==> config.mk <==
export PLATFORM = sky130hd
export DESIGN_NAME = sorted_priority_queue_unit
export DESIGN_NICKNAME = d
export VERILOG_FILES = /design/src/hdl/spq_pkg.sv /design/src/hdl/spq_ctrl.sv /design/src/hdl/spq_datapath.sv /design/src/hdl/sorted_priority_queue_unit.sv
export SDC_FILE = /design/constraint.sdc
export NUM_CORES = 2
export LEC_CHECK = 0
export BUFFER_PORTS_ARGS = -buffer_cell sky130_fd_sc_hd__buf_4
export CORE_MARGIN = 2
export CORE_UTILIZATION = 65
export CTS_BUF_LIST = sky130_fd_sc_hd__clkbuf_4
export DETAILED_ROUTE_END_ITERATION = 8
export PLACE_DENSITY = 0.82
export SYNTH_ARGS = -nofsm -noshare
export SYNTH_HDL_FRONTEND = slang
export SYNTH_SLANG_ARGS = --single-unit
==> constraint.sdc <==
create_clock -name clk -period 4.5 [get_ports clk]
set_clock_uncertainty 0.15 [all_clocks]
set_input_delay 0.45 -clock clk [delete_from_list [all_inputs] [get_ports clk]]
set_output_delay 0.45 -clock clk [all_outputs]
set_load 0.02 [all_outputs]
==> src/hdl/spq_pkg.sv <==
// Shared constants and types of the sorted priority queue.
package spq_pkg;

	localparam int CAPACITY    = 16;
	localparam int DATA_W      = 32;
	localparam int CMD_W       = 2;
	localparam int COUNT_OUT_W = 5;
	localparam int CNT_W       = $clog2(CAPACITY + 1);

	typedef enum logic [CMD_W-1:0] {
		CMD_INSERT = 2'd0,
		CMD_REMOVE = 2'd1,
		CMD_FIND   = 2'd2
	} cmd_t;

	// Step commands from the controller to the datapath.
	typedef struct packed {
		logic load;
		logic compare;
		logic update;
	} ctrl_t;

endpackage

==> src/hdl/spq_ctrl.sv <==
// Controller state machine that sequences one command through the datapath.
module spq_ctrl
	import spq_pkg::*;
(
	input  logic  clk,
	input  logic  arst_n,
	input  logic  start,
	output logic  busy,
	output logic  done,
	output ctrl_t ctrl
);

	typedef enum logic [1:0] {
		ST_IDLE,
		ST_COMPARE,
		ST_UPDATE,
		ST_REPORT
	} state_t;

	state_t state_q;
	logic   busy_q;
	logic   done_q;
	logic   compare_q;
	logic   update_q;

	always_ff @(posedge clk or negedge arst_n) begin
		if (!arst_n) begin
			state_q   <= ST_IDLE;
			busy_q    <= 1'b0;
			done_q    <= 1'b0;
			compare_q <= 1'b0;
			update_q  <= 1'b0;
		end else begin
			unique case (state_q)
				ST_IDLE: begin
					if (start) begin
						state_q   <= ST_COMPARE;
						busy_q    <= 1'b1;
						compare_q <= 1'b1;
					end
				end
				ST_COMPARE: begin
					state_q   <= ST_UPDATE;
					compare_q <= 1'b0;
					update_q  <= 1'b1;
				end
				ST_UPDATE: begin
					state_q  <= ST_REPORT;
					update_q <= 1'b0;
					done_q   <= 1'b1;
				end
				ST_REPORT: begin
					state_q <= ST_IDLE;
					done_q  <= 1'b0;
					busy_q  <= 1'b0;
				end
				default: begin
					state_q <= ST_IDLE;
				end
			endcase
		end
	end

	assign busy         = busy_q;
	assign done         = done_q;
	assign ctrl.load    = start && !busy_q;
	assign ctrl.compare = compare_q;
	assign ctrl.update  = update_q;

endmodule

==> src/hdl/spq_datapath.sv <==
// Datapath of the sorted priority queue: a row of entry cells with compare and shift logic.
module spq_datapath
	import spq_pkg::*;
(
	input  logic                     clk,
	input  logic                     arst_n,
	input  ctrl_t                    ctrl,
	input  logic [CMD_W-1:0]         command,
	input  logic signed [DATA_W-1:0] item_value,
	output logic                     ok,
	output logic [COUNT_OUT_W-1:0]   entry_count,
	output logic                     queue_empty,
	output logic signed [DATA_W-1:0] top_value
);

	cmd_t                     cmd_q;
	logic signed [DATA_W-1:0] val_q;
	logic signed [DATA_W-1:0] entries_q [CAPACITY];
	logic signed [DATA_W-1:0] next_entry [CAPACITY];
	logic [CNT_W-1:0]         count_q;
	logic                     ok_q;

	logic [CAPACITY-1:0] ge_s1;
	logic [CAPACITY-1:0] le_s1;
	logic                found_s1;
	logic [CAPACITY-1:0] ge_now;
	logic [CAPACITY-1:0] le_now;
	logic [CAPACITY-1:0] eq_now;

	logic full;
	logic do_insert;
	logic do_remove;
	logic ok_next;

	// Entries are descending, so "entry >= value" marks a prefix of the valid cells and
	// "entry <= value" a suffix; when there is an equal entry, the first one opens that suffix.
	for (genvar i = 0; i < CAPACITY; i++) begin : g_cmp
		logic valid;
		assign valid     = CNT_W'(i) < count_q;
		assign ge_now[i] = valid && (entries_q[i] >= val_q);
		assign le_now[i] = valid && (entries_q[i] <= val_q);
		assign eq_now[i] = valid && (entries_q[i] == val_q);
	end

	assign full      = count_q >= CNT_W'(CAPACITY);
	assign do_insert = (cmd_q == CMD_INSERT) && !full;
	assign do_remove = (cmd_q == CMD_REMOVE) && found_s1;

	always_comb begin
		unique case (cmd_q)
			CMD_INSERT: ok_next = !full;
			CMD_REMOVE: ok_next = found_s1;
			CMD_FIND:   ok_next = found_s1;
			default:    ok_next = 1'b0;
		endcase
	end

	for (genvar i = 0; i < CAPACITY; i++) begin : g_cell
		logic signed [DATA_W-1:0] from_above;
		logic signed [DATA_W-1:0] from_below;
		logic                     above_ge;

		if (i == 0) begin : g_head
			assign from_above = val_q;
			assign above_ge   = 1'b1;
		end else begin : g_body
			assign from_above = entries_q[i-1];
			assign above_ge   = ge_s1[i-1];
		end

		if (i == CAPACITY - 1) begin : g_tail
			assign from_below = entries_q[i];
		end else begin : g_next
			assign from_below = entries_q[i+1];
		end

		always_comb begin
			next_entry[i] = entries_q[i];
			if (do_insert) begin
				if (!ge_s1[i]) begin
					next_entry[i] = above_ge ? val_q : from_above;
				end
			end else if (do_remove) begin
				if (le_s1[i]) begin
					next_entry[i] = from_below;
				end
			end
		end
	end

	always_ff @(posedge clk) begin
		if (ctrl.load) begin
			cmd_q <= cmd_t'(command);
			val_q <= item_value;
		end
		if (ctrl.compare) begin
			ge_s1    <= ge_now;
			le_s1    <= le_now;
			found_s1 <= |eq_now;
		end
		if (ctrl.update) begin
			ok_q <= ok_next;
			for (int i = 0; i < CAPACITY; i++) begin
				entries_q[i] <= next_entry[i];
			end
		end
	end

	always_ff @(posedge clk or negedge arst_n) begin
		if (!arst_n) begin
			count_q <= '0;
		end else if (ctrl.update) begin
			if (do_insert) begin
				count_q <= count_q + CNT_W'(1);
			end else if (do_remove) begin
				count_q <= count_q - CNT_W'(1);
			end
		end
	end

	assign ok          = ok_q;
	assign entry_count = COUNT_OUT_W'(count_q);
	assign queue_empty = count_q == '0;
	assign top_value   = (count_q != '0) ? entries_q[0] : '0;

endmodule

==> src/hdl/sorted_priority_queue_unit.sv <==
// Top level of the sorted priority queue: controller and datapath.
//
// The queue holds up to CAPACITY signed 32-bit values in descending order.
// A command transfer happens at a rising edge where start is high and busy
// is low; command selects insert, remove of the first equal entry, or find,
// and item_value carries the operand. Equal values keep arrival order.
// Each command yields exactly one result transfer: done is high for one
// cycle while ok, entry_count, queue_empty and top_value describe the
// queue after the command. The receiver cannot hold results off.
// Sequence: the command is taken at the transfer, the cells are compared
// in the next cycle and updated in the one after, and done is then raised
// in the report step. busy stays high from the transfer to the end of the
// done cycle, so a new command is not taken until the previous result has
// been reported; the controller's compare, update and report steps set this.
// An insert into a full queue, or a remove or find with no match, leaves
// the queue unchanged and returns ok low; code 3 does nothing.
// Reset empties the queue at once; no clearing pass is needed because only
// entries below the count are ever looked at.
module sorted_priority_queue_unit
	import spq_pkg::*;
(
	input  logic                     clk,
	input  logic                     arst_n,
	input  logic                     start,
	output logic                     busy,
	output logic                     done,
	input  logic [CMD_W-1:0]         command,
	input  logic signed [DATA_W-1:0] item_value,
	output logic                     ok,
	output logic [COUNT_OUT_W-1:0]   entry_count,
	output logic                     queue_empty,
	output logic signed [DATA_W-1:0] top_value
);

	// Step commands from the controller; the datapath never reports back,
	// since every command goes through the same compare, update and report steps.
	ctrl_t ctrl;

	spq_ctrl u_ctrl (
		.clk    (clk),
		.arst_n (arst_n),
		.start  (start),
		.busy   (busy),
		.done   (done),
		.ctrl   (ctrl)
	);

	// The datapath latches the command on transfer, registers the compare
	// flags of every cell, then shifts the cells and updates the count.
	spq_datapath u_datapath (
		.clk         (clk),
		.arst_n      (arst_n),
		.ctrl        (ctrl),
		.command     (command),
		.item_value  (item_value),
		.ok          (ok),
		.entry_count (entry_count),
		.queue_empty (queue_empty),
		.top_value   (top_value)
	);

endmodule

# Word-level counts from Yosys, hierarchy flattened
# Memories as Yosys holds them, arrays and structs flattened.
# Cells that the tools add are included.
dict set report word_totals {
  ff_bits 78
  mem_bits_rw 512
  inputBits 37
  output_inout_bits 41
  elab_cells 241
  mem_count 1
}
dict set report op_classes {
  add_sub_neg 2
  order_cmp 48
  n_eq_ne 22
  n_mux 90
  n_reduce_logical 66
}
# name depth word_bits read_ports rd_clocked_by_memory_dff wr line
set mem_list {}
lappend mem_list {u_datapath.entries_q 16 32 16 0 16 spq_datapath.sv:18} ;# logic signed [DATA_W-1:0] entries_q [CAPACITY];
# operator count
set op_table {}
lappend op_table {{32-bit 2-to-1 mux} 78}
lappend op_table {{32-bit equality test} 16}
lappend op_table {{32-bit greater-or-equal comparator} 16}
lappend op_table {{32-bit less-or-equal comparator} 15}
lappend op_table {{1-bit logical AND} 50}
lappend op_table {{4-bit by 5-bit less-than comparator with 1-bit output (first input constant)} 8}
lappend op_table {{3-bit by 5-bit less-than comparator with 1-bit output (first input constant)} 4}
lappend op_table {{16-bit OR reduction} 1}
lappend op_table {{1-bit by 5-bit less-than comparator with 1-bit output (first input constant)} 2}
lappend op_table {{2-bit by 5-bit less-than comparator with 1-bit output (first input constant)} 2}
lappend op_table {{5-bit 2-to-1 mux} 2}
lappend op_table {{1-bit one-hot mux with 2 select lines} 5}
lappend op_table {{2-bit nonzero test} 5}
lappend op_table {{2-bit one-hot mux with 4 select lines} 1}
lappend op_table {{2-bit equality test (second input constant)} 3}
lappend op_table {{2-bit AND reduction} 3}
lappend op_table {{5-bit by 1-bit adder with 5-bit output (second input constant)} 1}
lappend op_table {{5-bit greater-or-equal comparator (second input constant)} 1}
lappend op_table {{5-bit zero test} 1}
lappend op_table {{5-bit nonzero test} 1}
lappend op_table {{5-bit by 1-bit subtractor with 5-bit output (second input constant)} 1}
lappend op_table {{2-bit by 1-bit equality test with 1-bit output (second input constant)} 2}
lappend op_table {{2-bit zero test} 2}
lappend op_table {{1-bit 2-to-1 mux} 3}
lappend op_table {{4 further kinds} 5}

# Longest topological paths before layout
dict set report logic_depth {
  word_depth 5
  ltp_mapped 9
}

# Cells and area by module
# Synthesis repeated with hierarchy kept, for this count alone.
dict set report hier_totals {
  cells_unflattened 3850
  hier_area_um2 40241.1
}
# module instances cells_per_inst area_per_inst_um2 seq_area_each_um2
set modules_own_cells {}
lappend modules_own_cells {spq_datapath 1 3817 39865.7 17511.8}
lappend modules_own_cells {spq_ctrl 1 33 375.4 150.1}

# Worst setup path after synthesis
# Ideal clock, no wire load.
dict set report synth_path {
  path_kind {register to register}
  from {reg, netlist name u_datapath.cmd_q[0]}
  to {mem u_datapath.entries_q[15][0] (netlist: u_datapath.entries_q[1][224]), enable pin}
  setup_ns 0.461
  arrival_ns 3.178
  required_ns 3.889
  slack_ns 0.710
  path_stages_with_launch 6
  synth_period_minus_slack_ns 3.790
  path_cell_list {edfxtp_1 inv_1 ha_1 nand2_1 clkbuf_1 nor3_1}
}
# element line
set synth_rtl {}
lappend synth_rtl {{to (decl)} spq_datapath.sv:18}

# Worst setup path after layout
dict set report layout_path {
  from {reg u_datapath.val_q[31] (netlist: u_datapath.g_cell[0].from_above[31])}
  to {reg u_datapath.le_s1[7], data pin}
}
dict set report layout_between {
  elab_chain_len 2
}
# element line
set layout_lines {}
lappend layout_lines {{from (decl)} spq_datapath.sv:17} ;# logic signed [DATA_W-1:0] val_q;
lappend layout_lines {{from (signal assigned)} spq_datapath.sv:94} ;# val_q <= item_value;
lappend layout_lines {{32-bit less-or-equal comparator} spq_datapath.sv:41} ;# assign le_now[i] = valid && (entries_q[i] <= val_q);
lappend layout_lines {{1-bit logical AND} spq_datapath.sv:41}
lappend layout_lines {{via u_datapath.le_now[7]} spq_datapath.sv:27} ;# logic [CAPACITY-1:0] le_now;
lappend layout_lines {{to (signal assigned)} spq_datapath.sv:98} ;# le_s1 <= le_now;
lappend layout_lines {{to (decl)} spq_datapath.sv:24} ;# logic [CAPACITY-1:0] le_s1;
# The timed path passes the listed nets, and every way through them passes these cells.
# A chain may end at the register's enable or synchronous reset.

==> results.ini <==
[timing]
post-route-period-util=0.8991
timing.hold.ws_ns=0.07694
rsz0062_at_grt=no
finalSetupViolCount=0
maxSlewHeadroom=0.1018
slew_violations=0
setup_ws_ns=0.4540
hold_violations=0
fin_crit_ns=4.046
setup_tns_ns=0
fmax_mhz=247.2
worst_pin_slew_ns=1.347

[final_layout]
syn_to_final_growth_pct=10.41
multiInputGateArea_um2=21390
instances_no_fill=4925
final_area_um2=44230
n_fill_cell=4280
utilization=0.7207
nNetsFinal=4571
regArea_um2=17660
drive_gt1_frac=0.1122

[floorplanning]
rows=91
die_h_um=252.3
die_w_um=252.3
initial_utilization=0.6528
pin_count=78
core_um2=61370
fp.dieArea_um2=63640

[global_routing]
gr-total-overflow=0
grt_pass1_wl_um=172800
grt_pass1_vias=32080
grt_max_degree=257
grtUsageTotal=0.3475
antenna_found_initial=4

[setup_path]
cp_num_buf_inv=1
crit_path_end_kind=flop
crit_type=flop to flop
startpoint_type=flop
slowest_delay_ns=0.84
cp_max_fo=16
worstPathRequired_ns=5.13
startpoint=u_datapath.g_cell[0].from_above[31]
worstPathCellList=inv_1 > ha_1 > nand4_1 > nor4_1 > o31ai_1 > a31o_1 > o22a_1
worst_ep_arrival_time_ns=4.68
r2r-start=u_datapath.g_cell[0].from_above[31]
critPathSlowestCell=nor4_1
critical-path-top-delay-family=simple AND/OR/NAND/NOR gates
r2r_slack_ns=0.45

[clock_tree]
cts-buffers-inserted=160
cts-root-buf=clkbuf_4
cts_tree=yes
postCtsSetupBuffers=0
clkSinkCount=590
htree_levels=4
clkTransAtPathRegs_ns=0.07
ctsLongestPathBuffers=3
insertion_delay_ns=1.04

[placement]
portBuffers=77
placed_area_um2=41560
routabilityCongestion=0.9329
pre_cts_ws_ns=0.6147
dpl.cell_count=4570
hpwl_um=78850

[run_status]
outcome=finished clean

[hold_path]
min_from=item_value[21]
hold_path.class=input port to flop

[synthesis]
synth_async_sr_flop_share=0.01864
synth_area_um2=40060
synthFlopType=edfxtp_1
synth_edf_count=579
seq_area_frac_synth=0.4409
syn_inst=3833
ys_ff_latch=590
yosysWarnings=0
synth_nets=4393
synth.distinct_cells=68
synth_area_per_cell_um2=10.45

[power_and_ir_drop]
leakagePower_nw=18.52
p_per_area_nw_per_um2=542.4
p_total_mw=23.99
ir_worst_vdd_mv=0.5466

[drt]
antenna_left=0
dr.first_iter.drc_count=3763
drcViolationCount=0
drt-wirelength-per-cell_um=22.76
vias_per_cell=6.601
wl_um=112100
first_pass_iters=6
vias=32508

[flow_run]
maxCapViolCount=0

[power breakdown]
| part | leakage [nW] | internal, mW | switching, mW |
|---|---|---|---|
| sequential | 5.42 | 7.77 | 1.32 |
| combinational | 11.9 | 4.02 | 6.02 |
| clock | 1.19 | 2.45 | 2.40 |
[metal layers]
layer	up-vias	track usage	wire, µm
met5	-	0	27
met4	4	0.1523	3541
met3	287	0.06869	10380
met2	1722	0.5519	52100
met1	15542	0.4647	46040
li1	14953	-	-
[what timing repair did]
| action | CTS | global route |
|---|---|---|
| hold buffers | 69 | 0 |
| endpoints found under the hold margin | 49 | 0 |
| resized for setup | 0 | 0 |
| endpoints found under the setup margin | 0 | 0 |
[cell usage in the layout (no fill, tap or decap), types with 69 or more instances in the layout]
cell / synthesis / routed
ha_1: 523 / 523
dlygate4sd3_1: 0 / 69
inv_1: 70 / 70
clkbuf_4: 0 / 237
mux2i_1: 460 / 460
a21oi_1: 685 / 685
nand2_1: 143 / 142
o21ai_0: 79 / 79
edfxtp_1: 579 / 579
buf_4: 1 / 156
nand4_1: 108 / 108
nor2_1: 522 / 507
[cells by family (layout without fill, tap and decap cells)]
family,after synthesis,in the layout,share of synthesized area
compound gates,967,967,0.1333
xor+xnor,4,4,0.0008746
other cells,0,8,0
mux,498,498,0.1256
buf+inv,283,577,0.02664
flops,590,590,0.4409
simple gates,968,968,0.1094
fa+ha+maj,523,523,0.1633
[cell type report]
class                   count  area share
diodes                      8   0.0004526
well taps                 790     0.02235
clock inverters            41    0.004158
multi-input cells        2960      0.4837
repair buffers            229     0.04390
flip-flops and latches    590      0.3993
clock buffers             237     0.04023
inverters                  70    0.005940
[Yosys cell counts, drive strengths merged (2+ instances only)]
cell type	count	share of area
nand2b	15	0.0023
and4	15	0.0033
dfrtp	11	0.0069
a211oi	10	0.0020
or3	6	0.0011
ha	523	0.16
xnor2	2	0.00044
inv	70	0.0066
a31oi	6	0.00094
mux2	38	0.011
o22a	2	0.00044
o31ai	5	0.00094
o2111ai	2	0.00044
o22ai	2	0.00031
o211ai	15	0.0028
a21o	67	0.013
clkbuf	170	0.016
o2bb2ai	2	0.00044
nand2	143	0.013
a2111oi	7	0.0015
o21bai	2	0.00037
a31o	2	0.00044
nor4	17	0.0032
nand4	109	0.017
buf	43	0.0042
o211a	3	0.00075
nand3	43	0.0054
nor2b	55	0.0086
a221o	3	0.00075
a221oi	10	0.0022
nor2	522	0.049
o41a	3	0.00084
mux2i	460	0.11
edfxtp	579	0.43
a21oi	685	0.086
nor3	30	0.0039
a21boi	6	0.0011
o21ai	113	0.014
a2111o	3	0.00084
o21a	10	0.0019
and3	8	0.0012
xor2	2	0.00044
[flip-flops by register name, summed over array words and instances (netlist names), 2 cells and up]
| name | cells |
|---|---|
| u_datapath.le_s1 | 15 |
| u_ctrl.state_q | 2 |
| u_datapath.g_cell.from_above | 32 |
| u_datapath.ge_s1 | 16 |
| u_datapath.entry_count | 5 |
| u_datapath.entries_q | 512 |
| u_datapath.cmd_q | 2 |
[worst register-to-register path: stages, from the launching register on]
cell and delay (ns):
edfxtp_1 0.83, inv_1 0.56, ha_1 0.53, nand4_1 0.22
nor4_1 0.84, o31ai_1 0.21, a31o_1 0.29, o22a_1 0.15
[path summary, 6_finish.rpt]
| path | end | depth (start not counted) |
|---|---|---|
| max | u_datapath.le_s1[7] | 7 |
| min reg2reg | u_ctrl.done | 2 |
| min | u_datapath.g_cell[0].from_above[21] | 2 |
| min in group asynchronous | u_ctrl.state_q[1] | 3 |
| max reg2reg | u_datapath.le_s1[7] | 7 |
| max in group asynchronous | u_datapath.entry_count[1] | 3 |
Power figures use the tool's default switching activity.
